==> src/rtl/pts_pkg.sv <==
// ----------------------------------------------------------------------------
// pts_pkg
// Shared constants, field widths, mode codes and the control/status
// structs that join the scheduler controller and datapath.
// ----------------------------------------------------------------------------
package pts_pkg;

	localparam int MAX_TASKS_DEF = 8;

	localparam int MODE_W  = 2;
	localparam int PRIO_W  = 8;
	localparam int DELAY_W = 16;
	localparam int SLOT_W  = 4;
	localparam int COUNT_W = 16;

	localparam logic [PRIO_W-1:0] IDLE_PRIO_RESET = 8'd100;

	localparam logic [MODE_W-1:0] MODE_CREATE = 2'd0;
	localparam logic [MODE_W-1:0] MODE_START  = 2'd1;
	localparam logic [MODE_W-1:0] MODE_DELAY  = 2'd2;
	localparam logic [MODE_W-1:0] MODE_TICK   = 2'd3;

	typedef struct packed {
		logic load;
		logic create;
		logic start;
		logic tick_inc;
		logic scan_clr;
		logic scan_step;
		logic scan_tick;
		logic dly_apply;
		logic sched;
		logic out_load;
	} pts_cmd_t;

	typedef struct packed {
		logic [MODE_W-1:0] mode;
		logic              full;
		logic              dly_zero;
		logic              found;
		logic              scan_done;
		logic              out_free;
	} pts_status_t;

endpackage

==> src/rtl/pts_ifs.sv <==
// ----------------------------------------------------------------------------
// pts_ifs
// Valid/ready channels of the scheduler: request channel and result channel.
// ----------------------------------------------------------------------------
interface pts_item_if;
	import pts_pkg::*;

	logic              valid;
	logic              ready;
	logic [MODE_W-1:0] mode;
	logic [PRIO_W-1:0] priority_req;
	logic [DELAY_W-1:0] delay_ticks;

	modport source(output valid, output mode, output priority_req, output delay_ticks,
		input ready);
	modport sink(input valid, input mode, input priority_req, input delay_ticks,
		output ready);
endinterface

interface pts_result_if;
	import pts_pkg::*;

	logic               valid;
	logic               ready;
	logic               create_ok;
	logic [SLOT_W-1:0]  created_slot;
	logic               running_valid;
	logic [SLOT_W-1:0]  running_slot;
	logic               switched;
	logic [COUNT_W-1:0] switch_count;
	logic [COUNT_W-1:0] tick_count;

	modport source(output valid, output create_ok, output created_slot,
		output running_valid, output running_slot, output switched,
		output switch_count, output tick_count, input ready);
	modport sink(input valid, input create_ok, input created_slot,
		input running_valid, input running_slot, input switched,
		input switch_count, input tick_count, output ready);
endinterface

==> src/rtl/priority_task_scheduler_with_delays.sv <==
// ----------------------------------------------------------------------------
// priority_task_scheduler_with_delays
// Hardware task scheduler over MAX_TASKS + 1 slots with tick-based delays.
// ----------------------------------------------------------------------------
// One request is handled at a time and gives one result. Every scheduling
// step walks the task slots one per cycle through the priority and delay
// memories, so the slot count sets the time: create, start and tick each
// make one walk, a delay that takes effect needs a second walk, and a
// create with no free slot or a delay of zero ticks makes no walk. The
// result waits in an output register while the next request is taken.
// After reset slot 0 holds the idle task at the idle priority; writing the
// idle priority register also moves slot 0 at once. Priorities are compared
// as smaller number more urgent, with the lower slot winning a tie.
// ----------------------------------------------------------------------------
module priority_task_scheduler_with_delays #(
	parameter int MAX_TASKS = pts_pkg::MAX_TASKS_DEF
) (
	input  logic                       clk,
	input  logic                       arst_n,
	input  logic                       cfg_wr_en,
	input  logic [pts_pkg::PRIO_W-1:0] cfg_wr_data,
	pts_item_if.sink                   item,
	pts_result_if.source               result
);
	import pts_pkg::*;

	pts_cmd_t    cmd;
	pts_status_t status;

	pts_ctrl u_ctrl (
		.clk        (clk),
		.arst_n     (arst_n),
		.item_valid (item.valid),
		.item_ready (item.ready),
		.status     (status),
		.cmd        (cmd)
	);

	pts_datapath #(
		.MAX_TASKS (MAX_TASKS)
	) u_datapath (
		.clk          (clk),
		.arst_n       (arst_n),
		.cfg_wr_en    (cfg_wr_en),
		.cfg_wr_data  (cfg_wr_data),
		.mode         (item.mode),
		.priority_req (item.priority_req),
		.delay_ticks  (item.delay_ticks),
		.cmd          (cmd),
		.status       (status),
		.result       (result)
	);

endmodule

==> src/rtl/pts_datapath.sv <==
// ----------------------------------------------------------------------------
// pts_datapath
// Task slot storage (priority and delay memories, ready bits), the slot
// scan with its running best-choice tracker, scheduler state, counters and
// the result register.
// ----------------------------------------------------------------------------
module pts_datapath #(
	parameter int MAX_TASKS = pts_pkg::MAX_TASKS_DEF
) (
	input  logic                         clk,
	input  logic                         arst_n,
	input  logic                         cfg_wr_en,
	input  logic [pts_pkg::PRIO_W-1:0]   cfg_wr_data,
	input  logic [pts_pkg::MODE_W-1:0]   mode,
	input  logic [pts_pkg::PRIO_W-1:0]   priority_req,
	input  logic [pts_pkg::DELAY_W-1:0]  delay_ticks,
	input  pts_pkg::pts_cmd_t            cmd,
	output pts_pkg::pts_status_t         status,
	pts_result_if.source                 result
);
	import pts_pkg::*;

	localparam int SLOTS = MAX_TASKS + 1;
	localparam int IDX_W = $clog2(SLOTS);
	localparam int CNT_W = $clog2(SLOTS + 1);
	localparam logic [CNT_W-1:0] SLOTS_C = CNT_W'(SLOTS);
	localparam logic [IDX_W-1:0] LAST_C  = IDX_W'(SLOTS - 1);

	logic [PRIO_W-1:0]  prio_mem [SLOTS];
	logic [DELAY_W-1:0] dly_mem  [SLOTS];

	logic [PRIO_W-1:0]  idle_q;
	logic [MODE_W-1:0]  mode_q;
	logic [PRIO_W-1:0]  prio_req_q;
	logic [DELAY_W-1:0] dly_q;
	logic [CNT_W-1:0]   next_free_q;
	logic               started_q;
	logic [IDX_W-1:0]   cur_q;
	logic               cur_valid_q;
	logic [COUNT_W-1:0] switches_q;
	logic [COUNT_W-1:0] ticks_q;
	logic [SLOTS-1:0]   ready_q;
	logic               ok_q;
	logic [IDX_W-1:0]   cslot_q;
	logic               sw_q;
	logic [CNT_W-1:0]   idx_q;
	logic [IDX_W-1:0]   idx_s1;
	logic               vld_s1;
	logic [PRIO_W-1:0]  prio_s1;
	logic [DELAY_W-1:0] dly_s1;
	logic               found_q;
	logic [IDX_W-1:0]   best_q;
	logic [PRIO_W-1:0]  best_prio_q;
	logic               out_valid_q;

	logic [IDX_W-1:0]   create_slot;
	logic [PRIO_W-1:0]  cand_prio;
	logic               created;
	logic               delayed;
	logic [DELAY_W-1:0] dly_dec;
	logic               tick_hit;
	logic               wake;
	logic               cand_ready;
	logic               better;
	logic               issue;
	logic               dly_we;
	logic [IDX_W-1:0]   dly_waddr;
	logic [DELAY_W-1:0] dly_wdata;

	assign create_slot = next_free_q[IDX_W-1:0];
	assign cand_prio   = (idx_s1 == '0) ? idle_q : prio_s1;
	assign created     = CNT_W'(idx_s1) < next_free_q;
	assign delayed     = created && !ready_q[idx_s1];
	assign dly_dec     = dly_s1 - 1'b1;
	assign tick_hit    = cmd.scan_tick && vld_s1 && delayed;
	assign wake        = tick_hit && (dly_dec == '0);
	assign cand_ready  = ready_q[idx_s1] || wake;
	assign better      = vld_s1 && cand_ready && (!found_q || cand_prio < best_prio_q);
	assign issue       = cmd.scan_step && (idx_q != SLOTS_C);
	assign dly_we      = tick_hit || cmd.dly_apply;
	assign dly_waddr   = cmd.dly_apply ? best_q : idx_s1;
	assign dly_wdata   = cmd.dly_apply ? dly_q : dly_dec;

	assign status.mode      = mode_q;
	assign status.full      = (next_free_q == SLOTS_C);
	assign status.dly_zero  = (dly_q == '0);
	assign status.found     = found_q;
	assign status.scan_done = vld_s1 && (idx_s1 == LAST_C);
	assign status.out_free  = !out_valid_q || result.ready;

	assign result.valid = out_valid_q;

	// request latch
	always_ff @(posedge clk) begin
		if (cmd.load) begin
			mode_q     <= mode;
			prio_req_q <= priority_req;
			dly_q      <= delay_ticks;
		end
	end

	// slot memories
	always_ff @(posedge clk) begin
		if (cmd.create) begin
			prio_mem[create_slot] <= prio_req_q;
		end
		if (dly_we) begin
			dly_mem[dly_waddr] <= dly_wdata;
		end
		if (issue) begin
			prio_s1 <= prio_mem[idx_q[IDX_W-1:0]];
			dly_s1  <= dly_mem[idx_q[IDX_W-1:0]];
		end
	end

	always_ff @(posedge clk or negedge arst_n) begin
		if (!arst_n) begin
			idle_q      <= IDLE_PRIO_RESET;
			next_free_q <= CNT_W'(1);
			started_q   <= 1'b0;
			cur_q       <= '0;
			cur_valid_q <= 1'b0;
			switches_q  <= '0;
			ticks_q     <= '0;
			ready_q     <= SLOTS'(1);
			ok_q        <= 1'b0;
			cslot_q     <= '0;
			sw_q        <= 1'b0;
			idx_q       <= '0;
			idx_s1      <= '0;
			vld_s1      <= 1'b0;
			found_q     <= 1'b0;
			best_q      <= '0;
			best_prio_q <= '0;
		end else begin
			if (cfg_wr_en) begin
				idle_q <= cfg_wr_data;
			end
			if (cmd.load) begin
				ok_q    <= 1'b0;
				cslot_q <= '0;
				sw_q    <= 1'b0;
			end
			if (cmd.create) begin
				next_free_q          <= next_free_q + 1'b1;
				ready_q[create_slot] <= 1'b1;
				ok_q                 <= 1'b1;
				cslot_q              <= create_slot;
			end
			if (cmd.start) begin
				started_q <= 1'b1;
			end
			if (cmd.tick_inc) begin
				ticks_q <= ticks_q + 1'b1;
			end
			if (cmd.dly_apply) begin
				ready_q[best_q] <= 1'b0;
			end
			if (wake) begin
				ready_q[idx_s1] <= 1'b1;
			end
			if (cmd.scan_clr) begin
				idx_q   <= '0;
				vld_s1  <= 1'b0;
				found_q <= 1'b0;
			end else if (cmd.scan_step) begin
				if (issue) begin
					idx_s1 <= idx_q[IDX_W-1:0];
					vld_s1 <= 1'b1;
					idx_q  <= idx_q + 1'b1;
				end else begin
					vld_s1 <= 1'b0;
				end
			end
			if (better) begin
				found_q     <= 1'b1;
				best_q      <= idx_s1;
				best_prio_q <= cand_prio;
			end
			if (cmd.sched && started_q) begin
				if (found_q) begin
					if (!(cur_valid_q && cur_q == best_q)) begin
						cur_q       <= best_q;
						cur_valid_q <= 1'b1;
						switches_q  <= switches_q + 1'b1;
						sw_q        <= 1'b1;
					end
				end else if (cur_valid_q) begin
					cur_q       <= '0;
					cur_valid_q <= 1'b0;
					switches_q  <= switches_q + 1'b1;
					sw_q        <= 1'b1;
				end
			end
		end
	end

	// result register
	always_ff @(posedge clk or negedge arst_n) begin
		if (!arst_n) begin
			out_valid_q <= 1'b0;
		end else if (cmd.out_load) begin
			out_valid_q <= 1'b1;
		end else if (result.ready) begin
			out_valid_q <= 1'b0;
		end
	end

	always_ff @(posedge clk) begin
		if (cmd.out_load) begin
			result.create_ok     <= ok_q;
			result.created_slot  <= SLOT_W'(cslot_q);
			result.running_valid <= cur_valid_q;
			result.running_slot  <= cur_valid_q ? SLOT_W'(cur_q) : '0;
			result.switched      <= sw_q;
			result.switch_count  <= switches_q;
			result.tick_count    <= ticks_q;
		end
	end

`ifndef ASSERT_OFF
	a_next_free_range: assert property (@(posedge clk) disable iff (!arst_n)
		(next_free_q <= SLOTS_C) && (next_free_q != '0))
		else $error("free slot pointer out of range");

	a_choice_needs_start: assert property (@(posedge clk) disable iff (!arst_n)
		cur_valid_q |-> started_q)
		else $error("task chosen before kernel start");

	a_switch_flag: assert property (@(posedge clk) disable iff (!arst_n)
		$past(cmd.sched) |-> (sw_q == (switches_q != $past(switches_q))))
		else $error("switch flag disagrees with switch counter");

	a_scan_index: assert property (@(posedge clk) disable iff (!arst_n)
		vld_s1 |-> (idx_s1 <= LAST_C))
		else $error("scan index past last slot");
`endif

endmodule

==> src/rtl/pts_ctrl.sv <==
// ----------------------------------------------------------------------------
// pts_ctrl
// Sequencer of the scheduler: takes one request, runs the create, start,
// delay or tick step, drives the slot scans and the scheduling decision,
// then hands the result to the output register.
// ----------------------------------------------------------------------------
module pts_ctrl (
	input  logic                 clk,
	input  logic                 arst_n,
	input  logic                 item_valid,
	output logic                 item_ready,
	input  pts_pkg::pts_status_t status,
	output pts_pkg::pts_cmd_t    cmd
);
	import pts_pkg::*;

	localparam logic [2:0] S_IDLE  = 3'd0;
	localparam logic [2:0] S_PREP  = 3'd1;
	localparam logic [2:0] S_FIND  = 3'd2;
	localparam logic [2:0] S_APPLY = 3'd3;
	localparam logic [2:0] S_SCAN  = 3'd4;
	localparam logic [2:0] S_SCHED = 3'd5;
	localparam logic [2:0] S_DONE  = 3'd6;

	logic [2:0] state_q;
	logic [2:0] state_nxt;

	always_comb begin
		cmd        = '0;
		item_ready = 1'b0;
		state_nxt  = state_q;
		case (state_q)
			S_IDLE: begin
				item_ready = 1'b1;
				if (item_valid) begin
					cmd.load  = 1'b1;
					state_nxt = S_PREP;
				end
			end
			S_PREP: begin
				case (status.mode)
					MODE_CREATE: begin
						if (status.full) begin
							state_nxt = S_DONE;
						end else begin
							cmd.create   = 1'b1;
							cmd.scan_clr = 1'b1;
							state_nxt    = S_SCAN;
						end
					end
					MODE_START: begin
						cmd.start    = 1'b1;
						cmd.scan_clr = 1'b1;
						state_nxt    = S_SCAN;
					end
					MODE_DELAY: begin
						if (status.dly_zero) begin
							state_nxt = S_DONE;
						end else begin
							cmd.scan_clr = 1'b1;
							state_nxt    = S_FIND;
						end
					end
					MODE_TICK: begin
						cmd.tick_inc = 1'b1;
						cmd.scan_clr = 1'b1;
						state_nxt    = S_SCAN;
					end
					default: begin
						state_nxt = S_DONE;
					end
				endcase
			end
			S_FIND: begin
				cmd.scan_step = 1'b1;
				if (status.scan_done) begin
					state_nxt = S_APPLY;
				end
			end
			S_APPLY: begin
				if (status.found) begin
					cmd.dly_apply = 1'b1;
					cmd.scan_clr  = 1'b1;
					state_nxt     = S_SCAN;
				end else begin
					state_nxt = S_DONE;
				end
			end
			S_SCAN: begin
				cmd.scan_step = 1'b1;
				cmd.scan_tick = (status.mode == MODE_TICK);
				if (status.scan_done) begin
					state_nxt = S_SCHED;
				end
			end
			S_SCHED: begin
				cmd.sched = 1'b1;
				state_nxt = S_DONE;
			end
			S_DONE: begin
				if (status.out_free) begin
					cmd.out_load = 1'b1;
					state_nxt    = S_IDLE;
				end
			end
			default: begin
				state_nxt = S_IDLE;
			end
		endcase
	end

	always_ff @(posedge clk or negedge arst_n) begin
		if (!arst_n) begin
			state_q <= S_IDLE;
		end else begin
			state_q <= state_nxt;
		end
	end

endmodule
==> src/flat_wrapper.sv <==
// flat-port wrapper written by rule: the top's interface ports become plain ports
module priority_task_scheduler_with_delays_flat import pts_pkg::*;
#(
	parameter int MAX_TASKS = pts_pkg::MAX_TASKS_DEF
)
  (clk, arst_n, cfg_wr_en, cfg_wr_data, item_valid, item_mode, item_priority_req, item_delay_ticks, item_ready, result_valid, result_create_ok, result_created_slot, result_running_valid, result_running_slot, result_switched, result_switch_count, result_tick_count, result_ready);
  pts_item_if item_i ();
  pts_result_if result_i ();
  input  logic clk;
  input  logic arst_n;
  input  logic cfg_wr_en;
  input  logic [pts_pkg::PRIO_W-1:0] cfg_wr_data;
  input wire logic [$bits(item_i.valid)-1:0] item_valid;
  input wire logic [$bits(item_i.mode)-1:0] item_mode;
  input wire logic [$bits(item_i.priority_req)-1:0] item_priority_req;
  input wire logic [$bits(item_i.delay_ticks)-1:0] item_delay_ticks;
  output wire logic [$bits(item_i.ready)-1:0] item_ready;
  output wire logic [$bits(result_i.valid)-1:0] result_valid;
  output wire logic [$bits(result_i.create_ok)-1:0] result_create_ok;
  output wire logic [$bits(result_i.created_slot)-1:0] result_created_slot;
  output wire logic [$bits(result_i.running_valid)-1:0] result_running_valid;
  output wire logic [$bits(result_i.running_slot)-1:0] result_running_slot;
  output wire logic [$bits(result_i.switched)-1:0] result_switched;
  output wire logic [$bits(result_i.switch_count)-1:0] result_switch_count;
  output wire logic [$bits(result_i.tick_count)-1:0] result_tick_count;
  input wire logic [$bits(result_i.ready)-1:0] result_ready;
  assign item_i.valid = item_valid;
  assign item_i.mode = item_mode;
  assign item_i.priority_req = item_priority_req;
  assign item_i.delay_ticks = item_delay_ticks;
  assign item_ready = item_i.ready;
  assign result_valid = result_i.valid;
  assign result_create_ok = result_i.create_ok;
  assign result_created_slot = result_i.created_slot;
  assign result_running_valid = result_i.running_valid;
  assign result_running_slot = result_i.running_slot;
  assign result_switched = result_i.switched;
  assign result_switch_count = result_i.switch_count;
  assign result_tick_count = result_i.tick_count;
  assign result_i.ready = result_ready;
  priority_task_scheduler_with_delays #(.MAX_TASKS(MAX_TASKS)) u_core (.clk(clk), .arst_n(arst_n), .cfg_wr_en(cfg_wr_en), .cfg_wr_data(cfg_wr_data), .item(item_i), .result(result_i));
endmodule
==> config.mk <==
export PLATFORM = sky130hd
export DESIGN_NAME = priority_task_scheduler_with_delays_flat
export DESIGN_NICKNAME = d
export VERILOG_FILES = /design/src/rtl/pts_pkg.sv /design/src/rtl/pts_ifs.sv /design/src/rtl/priority_task_scheduler_with_delays.sv /design/src/rtl/pts_datapath.sv /design/src/rtl/pts_ctrl.sv /design/src/flat_wrapper.sv
export SDC_FILE = /design/constraint.sdc
export NUM_CORES = 1
export LEC_CHECK = 0
export ABC_AREA = 1
export BUFFER_PORTS_ARGS = -buffer_cell sky130_fd_sc_hd__buf_4
export CAP_MARGIN = 20
export CORE_ASPECT_RATIO = 0.75
export CORE_UTILIZATION = 60
export CTS_BUF_LIST = sky130_fd_sc_hd__clkbuf_4 sky130_fd_sc_hd__clkbuf_8 sky130_fd_sc_hd__clkbuf_16
export CTS_CLUSTER_SIZE = 10
export DETAILED_ROUTE_END_ITERATION = 8
export GPL_ROUTABILITY_DRIVEN = 0
export PLACE_DENSITY_LB_ADDON = 0.12
export RECOVER_POWER = 50
export SETUP_SLACK_MARGIN = 0.02
export SLEW_MARGIN = 10
export SYNTH_ARGS = -nofsm -noshare
export SYNTH_HDL_FRONTEND = slang
export SYNTH_SLANG_ARGS = --single-unit
==> constraint.sdc <==
create_clock -name clk -period 3.55 [get_ports clk]
set_input_delay 0.1775 -clock clk [delete_from_list [all_inputs] [get_ports clk]]
set_output_delay 0.1775 -clock clk [all_outputs]
set_load 0.05 [all_outputs]
==> reports/qor.yml, run 1 <==
cp_data_arrival_time_ps: 3300
power_density_mw_per_mm2: 808
grt_usage: 0.286
worst_r2r_path_depth: 4
vdd_drop_max_v: 0.000523
routedWlPerCell_um: 19.7
power_mw: 15.7
ant_nets: 0
num_rows: 52
clk_pin_slew_ps: 60
highest_layer: "met4"
overflow: 0
grt_start_max_net_pins: 76
place_inst: 1888
criticalPathCategory: "flop to flop"
io_pins: 84
dp_hpwl_um: 24000
comb_power_share: 0.303
p_sw_mw: 5.68
met3_length_um: 3780
clk_latency_ps: 560
drv_slew: 116
final_common_cell: "edfxtp_1"
clkPwrFrac: 0.268
cts_hold_buf: 51
routed-via-count: 11600
cts_buffer_depth: 3
mostFrequentLayoutCells: "edfxtp_1, nand2_1, nor2_1, o21ai_0, inv_1"
cp_slowest_cell: "a21boi_1"
fin_skew_ps: 22.0
hold_path.class: "input pin to flop"
clkSinkCount: 400
critPathLaunchType: "flop"
pwr-share-seq: 0.429
routed_wl_um: 39500
rsz0062_at_grt: "no"
syn-num-nets: 1525
holdWs_ps: 85.3
r2r_setup_slack_ps: 470
post-cts-setup-buffers: 0
yosys_warnings: 0
portBuffers: 83
seq_area_frac_synth: 0.694
status: "complete, but fails checks"
die_width_um: 194
synth_seq_cells: 400
nets: 1695
cts_inserted_buffers: 45
fp.coreArea_mm2: 0.0271
die_h_um: 146
syn_area_per_cell_um2: 11.4
drt_iter0_markers: 1181
slowest_delay_ps: 1270
initial_core_util: 0.614
dr.pass1.iters: 5
yosysUniqueCellTypes: 43
grt_pass1_vias: 11500
hold_viol: 0
violations: "max-capacitance violations, max-slew violations"
grt_pass1_wl_um: 62300
path_max_fanout: 29
tns_ps: 0
required_ps: 3770
ctsResizeCount: 0
min_period_ps: 3080
antenna_found_initial: 0
finalCritPeriodShare: 0.868
root_buffer: "clkbuf_16"
drc: 0
fin_util: 0.717
wl_met1_um: 17500
area_growth_pct: 16.8
worstMarginPinSlew_ps: 2390
layout-drive-gt1-share: 0.100
path_cells: "ha_1, nand3_1, a21boi_1, buf_4"
wl_met2_um: 17300
setup_viol: 0
netlist_area_mm2: 0.0167
fmax_ghz: 0.325
via_per_inst: 5.80
worstSetupStartpoint: "u_core.u_datapath.idx_q[0]$_DFFE_PN0P_"
worstReg2RegStart: "u_core.u_datapath.idx_q[0]$_DFFE_PN0P_"
max-slew-margin-rel: -0.597
drv_cap: 4
r2r-end: "u_core.u_datapath.dly_s1[7]$_DFFE_PP_"
dieArea_mm2: 0.0284
swShare: 0.361
leakage_nw: 7.63
num_antenna_cells: 0
min_from: "item_valid"
htree_levels: 2
syn_inst: 1466
cts_tree: "built"
intPower_mw: 10.1
holdPathStages: 3
crit_path_end_kind: "flop"
fin_cells: 2005
worstHoldEndpoint: "u_core.u_ctrl.state_q[0]$_DFFE_PN0P_"
## state kept, by name, summed over array words and instances, names as in the netlist, 9 cells and up
name	flops
u_core.u_datapath.result.switch_count	16
u_core.u_datapath.ready_q	9
u_core.u_datapath.dly_s1	16
u_core.u_datapath.ticks_q	16
u_core.u_datapath.result.tick_count	16
u_core.u_datapath.switches_q	16
u_core.u_datapath.dly_mem	144
u_core.u_datapath.prio_mem	72
u_core.u_datapath.dly_q	16
## synthesized netlist by cell type
master / number / area share
a31o_2: 1 / 0.00053
clkbuf_1: 44 / 0.0099
edfxtp_1: 309 / 0.56
nand4_1: 24 / 0.0090
nor3b_1: 1 / 0.00045
dfrtp_1: 86 / 0.13
and2_1: 1 / 0.00038
o21ai_2: 1 / 0.00053
xor2_1: 24 / 0.013
inv_2: 4 / 0.00090
nor2_4: 3 / 0.0020
o22ai_1: 60 / 0.023
a21oi_1: 34 / 0.010
o21ai_1: 1 / 0.00030
nor3_1: 13 / 0.0039
o31ai_1: 2 / 0.00090
nand2_4: 2 / 0.0014
nand2_1: 266 / 0.060
nand2_2: 3 / 0.0011
buf_2: 3 / 0.00090
nand4_2: 1 / 0.00075
nor2_2: 8 / 0.0030
inv_1: 100 / 0.023
mux2_2: 1 / 0.00068
o211ai_1: 2 / 0.00090
dfstp_2: 5 / 0.0079
buf_1: 3 / 0.00068
a21boi_2: 1 / 0.00068
nor2_1: 205 / 0.046
buf_6: 2 / 0.0014
nor4_1: 3 / 0.0011
ha_1: 20 / 0.015
buf_4: 2 / 0.00090
a31oi_1: 1 / 0.00038
o21bai_1: 1 / 0.00045
nand3b_1: 4 / 0.0018
o21ai_0: 176 / 0.053
or2_2: 1 / 0.00038
xnor2_1: 13 / 0.0068
a211oi_1: 2 / 0.00090
nand3_4: 1 / 0.0011
nand3_1: 31 / 0.0093
nor3_2: 1 / 0.00060
## worst max path at each step
stage	end	slack, ps	depth (start not counted)
floorplan	u_core.u_datapath.dly_q[0]$_DFFE_PP_	550	3
global placement	u_core.u_datapath.best_prio_q[5]$_DFFE_PN0P_	790	12
detailed placement	u_core.u_datapath.best_prio_q[3]$_DFFE_PN0P_	620	12
CTS	u_core.u_datapath.best_prio_q[3]$_DFFE_PN0P_	610	12
global route	u_core.u_datapath.result.tick_count[14]$_DFFE_PP_	260	5
finish	u_core.u_datapath.dly_s1[7]$_DFFE_PP_	470	4
## cell families after synthesis
| kind of cell | after synthesis | share of synthesized area |
|---|---|---|
| fa+ha+maj | 20 | 0.0150 |
| simple gates | 568 | 0.142 |
| mux | 1 | 0.000676 |
| flops | 400 | 0.694 |
| xor+xnor | 37 | 0.0195 |
| buf+inv | 158 | 0.0372 |
| compound gates | 282 | 0.0912 |
## through the flow
stage               instance area (um2)  setup slack [ps]
finish                            19500               469
global route                      19500               265
CTS                               19700               613
detailed placement                17900               619
global placement                  17900               788
floorplan                         16700               553
## critical path, delay by kind of cell (launching register included)
| kind | cells | cell delay (ps) |
|---|---|---|
| AOI/OAI and AO/OA | 1 | 1270 |
| adders and majority gates | 1 | 310 |
| buffers and inverters | 1 | 460 |
| DFF | 1 | 620 |
| and+or+nand+nor | 1 | 80 |
## power by group through the flow
stage	combinational [mW]	sequential, mW	clock [mW]
floorplan	3.12	6.75	0
finish	4.76	6.75	4.22
global route	5.29	6.81	4.44
global placement	4.58	6.79	0
CTS	4.79	6.72	4.28
detailed placement	4.71	6.80	0
## cell type report
class / count / area (um2)
Inverter: 104 / 390
Timing Repair Buffer: 177 / 1280
Clock buffer: 64 / 1300
Multi-Input combinational cell: 908 / 4470
Sequential cell: 400 / 11600
Fill cell: 1890 / 7680
Clock inverter: 1 / 8.76
Tap cell: 351 / 439
## per-layer routing
layer | track usage | vias up
li1 | - | 5424
met1 | 0.421 | 5576
met2 | 0.426 | 561
met3 | 0.0638 | 75
met4 | 0.0988 | 0
met5 | 0 | -
(Power assumes the default switching activity.)
==> run 2: changes to the inputs <==
- CAP_MARGIN: 20 -> 25
- REMOVE_ABC_BUFFERS: default -> 1
==> run 2 against run 1 <==
Effect of this change:
- the run still ends with max-capacitance violations, max-slew violations left
- combinational power down 0.8%
- fmax down 2.7%
- clock power up 4%
- non-clock buffer count down 3
- setup slack worse by 86 ps
- sequential power down 1%
- first-iteration DRC count up 15%
- routed wire length down 3.9%
- global-route usage down 1.2 points
- worst hold slack worse by 6.1 ps
- critical path depth up 3
- via count down 0.95%
==> reports/qor.yml, run 2 (synthesis gave the netlist of run 1 again) <==
final_area_mm2: 0.0195  # +0.30%
die_h_um: 146  # unchanged
cpLargestDelayFamily: "buffers and inverters"
fill_cells: 1882  # -0.42%
comb_power_share: 0.299  # -0.004
hold_viol: 0  # unchanged
max-slew-margin-rel: -0.414  # +0.182
rsz0062_at_grt: "no"
required_ps: 3950  # +180 ps
io_pins: 84  # unchanged
wl_met1_um: 17000  # -2.5%
criticalPathCategory: "flop to flop"
fp.coreArea_mm2: 0.0271  # unchanged
drt_iter0_markers: 1360  # +15%
num_rows: 52  # unchanged
largest_reg_flops: 144  # unchanged
clk_latency_ps: 560  # about the same
cts_buffer_depth: 3  # unchanged
power_density_mw_per_mm2: 808  # -0.11%
dieArea_mm2: 0.0284  # unchanged
top_register: "u_core.u_datapath.dly_mem"
leakage_nw: 7.67  # +0.46%
portBuffers: 83  # unchanged
fin_skew_ps: 33.3  # +11.3 ps
fmax_ghz: 0.316  # -2.7%
post-cts-setup-buffers: 0  # unchanged
drv_cap: 4  # unchanged
overflow: 0  # unchanged
cts_inserted_buffers: 46  # +2.2%
cts_hold_buf: 51  # unchanged
intPower_mw: 10.1  # +0.92%
fin_util: 0.719  # +0.00217
clkSinkCount: 400  # unchanged
critPathLaunchType: "flop"
routed-via-count: 11500  # -0.95%
slowest_delay_ps: 1130  # -140 ps
violations: "max-capacitance violations, max-slew violations"
cp_data_arrival_time_ps: 3560  # +260 ps
fin_cells: 2011  # +0.30%
top_regs: "u_core.u_datapath.dly_mem x144, u_core.u_datapath.prio_mem x72"
hold_path.class: "input pin to flop"
via_per_inst: 5.73  # -1.2%
drv_slew: 146  # +26%
r2r-end: "u_core.u_datapath.prio_s1[6]$_DFFE_PP_"
routed_wl_um: 38000  # -3.9%
p_sw_mw: 5.61  # -1.1%
grt_start_max_net_pins: 103  # +36%
vdd_drop_max_v: 0.000495  # -5.3%
initial_core_util: 0.614  # unchanged
min_from: "item_valid"
area_growth_pct: 17.1
place_inst: 1881  # -0.37%
cp_slowest_cell: "clkbuf_2"
num_antenna_cells: 0  # unchanged
path_cells: "inv_1, clkbuf_2, clkbuf_2, o21ai_0, o22ai_1, a21oi_1, a21oi_1"
wl_met2_um: 16900  # -2.8%
finalCritPeriodShare: 0.892  # +0.0243
routedWlPerCell_um: 18.9  # -4.1%
r2r_setup_slack_ps: 380  # -90 ps
pwr-share-seq: 0.423  # -0.006
worstHoldEndpoint: "u_core.u_ctrl.state_q[0]$_DFFE_PN0P_"
root_buffer: "clkbuf_16"
dpl_cell_area_mm2: 0.0178  # -0.48%
layout-drive-gt1-share: 0.106  # +0.00566
die_width_um: 194  # unchanged
dr.pass1.iters: 6  # +1
mostFrequentLayoutCells: "edfxtp_1, nand2_1, nor2_1, o21ai_0, inv_1"
antenna_found_initial: 0  # unchanged
cp.buffers_inverters: 3  # +2
clk_pin_slew_ps: 60  # about the same
grt_pass1_wl_um: 59700  # -4.1%
drc: 0  # unchanged
grt_usage: 0.275  # -0.0117
final_common_cell: "edfxtp_1"
met3_length_um: 3300  # -13%
ctsResizeCount: 0  # unchanged
holdPathStages: 3  # unchanged
htree_levels: 2  # unchanged
crit_path_end_kind: "flop"
nets: 1693  # -0.12%
ant_nets: 0  # unchanged
worstMarginPinSlew_ps: 2100  # -295 ps
dp_hpwl_um: 23000  # -4.0%
worst_r2r_path_depth: 7  # +3
holdWs_ps: 79.2  # -6.07 ps
worstReg2RegStart: "u_core.u_datapath.idx_q[0]$_DFFE_PN0P_"
grt_pass1_vias: 11000  # -4.3%
clkPwrFrac: 0.277  # +0.009
highest_layer: "met4"
swShare: 0.356  # -0.00471
setup_viol: 0  # unchanged
status: "complete, but fails checks"
path_max_fanout: 68  # +130%
min_period_ps: 3170  # +86.3 ps
cts_tree: "built"
[run 2: changes by cell type in the layout (fill, tap and decap cells not counted), moves of 2 or more]
| cell | previous run | this run |
|---|---|---|
| clkbuf_4 | 50 | 56 |
| clkbuf_1 | 55 | 50 |
| buf_12 | 3 | 0 |
| buf_2 | 0 | 2 |
| clkbuf_2 | 3 | 5 |
| clkinv_8 | 0 | 2 |
[run 2: how the worst max path moves through the flow]
stage	slack, ps	startpoint	end	cells past startpoint
global route	170	u_core.u_datapath.idx_q[0]$_DFFE_PN0P_	u_core.u_datapath.prio_s1[6]$_DFFE_PP_	7
global placement	840	u_core.u_datapath.idx_s1[3]$_DFFE_PN0P_	u_core.u_datapath.best_prio_q[4]$_DFFE_PN0P_	12
detailed placement	640	u_core.u_datapath.idx_s1[3]$_DFFE_PN0P_	u_core.u_datapath.best_q[3]$_DFFE_PN0P_	12
CTS	610	u_core.u_datapath.idx_s1[3]$_DFFE_PN0P_	u_core.u_datapath.best_q[3]$_DFFE_PN0P_	12
finish	380	u_core.u_datapath.idx_q[0]$_DFFE_PN0P_	u_core.u_datapath.prio_s1[6]$_DFFE_PP_	7
floorplan	-420	u_core.u_datapath.idx_q[0]$_DFFE_PN0P_	u_core.u_datapath.dly_s1[14]$_DFFE_PP_	5
[run 2: routing by layer]
metal | vias to the layer above | GRT usage
met5 | - | 0
met4 | 0 | 0.0742
met3 | 60 | 0.0529
met2 | 508 | 0.404
met1 | 5533 | 0.423
li1 | 5424 | -
[run 2: power groups by stage]
stage	sequential, mW	clock (mW)	combinational [mW]
floorplan	6.95	0	2.76
global placement	6.73	0	4.47
detailed placement	6.74	0	4.61
CTS	6.66	4.43	4.70
global route	6.73	4.64	5.29
finish	6.67	4.37	4.72
[run 2: final cells by class]
cell class              count  area, um2  area share
flip-flops and latches    400      11600       0.593
multi-input cells         908       4470       0.229
clock buffers              71       1360      0.0698
repair buffers            174       1250      0.0640
well taps                 351        439      0.0225
inverters                 104        390      0.0200
clock inverters             3       41.3     0.00212
[run 2: worst register-to-register path: stages, from the launching register on]
cell,delay [ps]
dfrtp_2,400
inv_1,470
clkbuf_2,1130
clkbuf_2,460
o21ai_0,110
o22ai_1,190
a21oi_1,100
a21oi_1,180
[run 2: through the flow]
| step | TNS (ps) | setup WS (ps) | total power, mW |
|---|---|---|---|
| floorplan | -10020 | -419 | 9.71 |
| global placement | 0 | 836 | 11.2 |
| detailed placement | 0 | 638 | 11.4 |
| CTS | 0 | 607 | 15.8 |
| global route | 0 | 165 | 16.7 |
| finish | 0 | 383 | 15.8 |
==> run 3: changes to the inputs <==
- BUFFER_PORTS_ARGS: -buffer_cell sky130_fd_sc_hd__buf_4 -> default
- DONT_BUFFER_PORTS: default -> 1
==> run 3 against run 2 <==
Effect of this change:
- the run still ends with max-capacitance violations, max-slew violations left
- die area stayed put
- cell count is 4.7% lower
- clock skew is 18 ps lower
- clock power is 2% lower
- cell area is 3.1% lower
- utilization is 2.3 points lower
- worst hold slack worse by 24 ps
- largest power group unchanged
==> reports/qor.yml, run 3 (synthesis gave the netlist of run 1 again) <==
status: "complete, but fails checks"
violations: "max-capacitance violations, max-slew violations"
top_register: "u_core.u_datapath.dly_mem"
clkPwrFrac: 0.275  # -0.002
vdd_drop_max_v: 0.000426  # -14%
leakage_nw: 7.38  # -3.7%
setup_viol: 0  # unchanged
htree_levels: 2  # unchanged
area_growth_pct: 13.5
hold_path.class: "input pin to flop"
setup_slack_ps: 549  # +166 ps
p_sw_mw: 5.59  # -0.41%
fp.coreArea_mm2: 0.0271  # unchanged
routed-via-count: 11200  # -3.2%
fin_skew_ps: 15.7  # -17.6 ps
post-cts-setup-buffers: 0  # unchanged
via_per_inst: 5.82  # +1.6%
dpl_worst_slack_ps: 676  # +38.0 ps
num_rows: 52  # unchanged
die_h_um: 146  # unchanged
pwr-share-seq: 0.439  # +0.016
mostFrequentLayoutCells: "edfxtp_1, nand2_1, nor2_1, o21ai_0, inv_1"
intPower_mw: 10.0  # -1.2%
worstSetupStartpoint: "u_core.u_datapath.idx_q[0]$_DFFE_PN0P_"
initial_core_util: 0.614  # unchanged
comb_power_share: 0.286  # -0.013
dpl_cell_area_mm2: 0.0172  # -3.5%
max-slew-margin-rel: -0.579  # -0.164
path_max_fanout: 40  # -41%
die_width_um: 194  # unchanged
rsz0062_at_grt: "no"
seq_area_mm2: 0.0116  # unchanged
clk_pin_slew_ps: 60  # about the same
antenna_found_initial: 0  # unchanged
ant_nets: 0  # unchanged
r2r_setup_slack_ps: 550  # +170 ps
required_ps: 4010  # +60 ps
cts_buffer_depth: 3  # unchanged
finalCritPeriodShare: 0.845  # -0.0468
portBuffers: 0  # -100%
clkSinkCount: 400  # unchanged
cp_data_arrival_time_ps: 3460  # -100 ps
fill_cells: 1928  # +2.4%
r2r-end: "u_core.u_datapath.idx_s1[3]$_DFFE_PN0P_"
cts_tree: "built"
ctsResizeCount: 0  # unchanged
io_pins: 84  # unchanged
cts_hold_buf: 39  # -24%
drv_slew: 92  # -37%
grt_pass1_wl_um: 58500  # -1.9%
clk_latency_ps: 550  # about the same
final_area_mm2: 0.0189  # -3.1%
crit_path_end_kind: "flop"
root_buffer: "clkbuf_16"
dieArea_mm2: 0.0284  # unchanged
grt_start_max_net_pins: 92  # -11%
largest_reg_flops: 144  # unchanged
holdWs_ps: 55.0  # -24.2 ps
drt_iter0_markers: 1133  # -17%
hold_viol: 0  # unchanged
final_common_cell: "edfxtp_1"
fmax_ghz: 0.333  # +5.5%
worstReg2RegStart: "u_core.u_datapath.idx_q[0]$_DFFE_PN0P_"
critPathLaunchType: "flop"
dr.pass1.iters: 6  # unchanged
min_from: "item_valid"
tns_ps: 0  # unchanged
routed_wl_um: 37400  # -1.6%
multi_input_area_mm2: 0.00447  # about the same
grt_usage: 0.268  # -0.00646
routedWlPerCell_um: 19.5  # +3.3%
overflow: 0  # unchanged
layout-drive-gt1-share: 0.0907  # -0.0153
cts_inserted_buffers: 45  # -2.2%
num_antenna_cells: 0  # unchanged
drc: 0  # unchanged
drv_cap: 1  # -3
min_period_ps: 3000  # -166 ps
grt_pass1_vias: 10500  # -4.8%
worst_r2r_path_depth: 7  # unchanged
fin_util: 0.697  # -0.0226
criticalPathCategory: "flop to flop"
endpoint: "u_core.u_datapath.idx_s1[3]$_DFFE_PN0P_"
power_density_mw_per_mm2: 826  # +2.3%
top_regs: "u_core.u_datapath.dly_mem x144, u_core.u_datapath.prio_mem x72"
dp_hpwl_um: 22800  # -0.82%
worstMarginPinSlew_ps: 2370  # +268 ps
nets: 1596  # -5.7%
swShare: 0.358  # +0.00186
run 3: worst min path at each step:
| stage | to | slack [ps] | cells after the start |
|---|---|---|---|
| finish | u_core.u_datapath.ok_q$_DFFE_PN0P_ | 60 | 3 |
| global route | u_core.u_datapath.ok_q$_DFFE_PN0P_ | 90 | 3 |
| CTS | u_core.u_datapath.ok_q$_DFFE_PN0P_ | 40 | 3 |
| detailed placement | u_core.u_datapath.ticks_q[7]$_DFFE_PN0P_ | -120 | 0 |
| global placement | u_core.u_datapath.ticks_q[8]$_DFFE_PN0P_ | -120 | 0 |
| floorplan | u_core.u_ctrl.state_q[0]$_DFFE_PN0P_ | -120 | 0 |
run 3: worst max-delay path: stages, from the launching register on:
cell and delay, ps:
dfrtp_2 420, clkbuf_2 490, ha_1 430, nand3_1 100, a21boi_0 200, clkbuf_2 750, inv_1 290, o21ai_0 240
run 3: cell type report:
class                      instances  area share
sequential                       400       0.612
tap                              351      0.0232
timing repair buffer              78      0.0354
clock inverter                     3     0.00199
multi-input combinational        908       0.237
clock buffer                      72      0.0703
inverter                         104      0.0207
run 3: power groups by stage:
| stage | Sequential, mW | Clock [mW] | Combinational (mW) |
|---|---|---|---|
| finish | 6.86 | 4.29 | 4.46 |
| global route | 6.93 | 4.54 | 4.98 |
| CTS | 6.85 | 4.36 | 4.41 |
| detailed placement | 6.93 | 0 | 4.33 |
| global placement | 6.92 | 0 | 4.20 |
| floorplan | 6.95 | 0 | 2.76 |
run 3: layer usage:
layer / vias up / track usage / share of wire
met5: - / 0 / 0
met1: 5370 / 0.409 / 0.46
met4: 0 / 0.0591 / 0.015
met3: 49 / 0.0587 / 0.089
li1: 5241 / - / -
met2: 493 / 0.399 / 0.44
run 3: stage by stage:
| stage | cells | power, mW |
|---|---|---|
| 2_1_floorplan | 1412 | 9.71 |
| 3_3_place_gp | 1796 | 11.1 |
| 3_5_place_dp | 1797 | 11.3 |
| 4_1_cts | 1911 | 15.6 |
| 5_1_grt | 1916 | 16.5 |
| 6_report | 1916 | 15.6 |
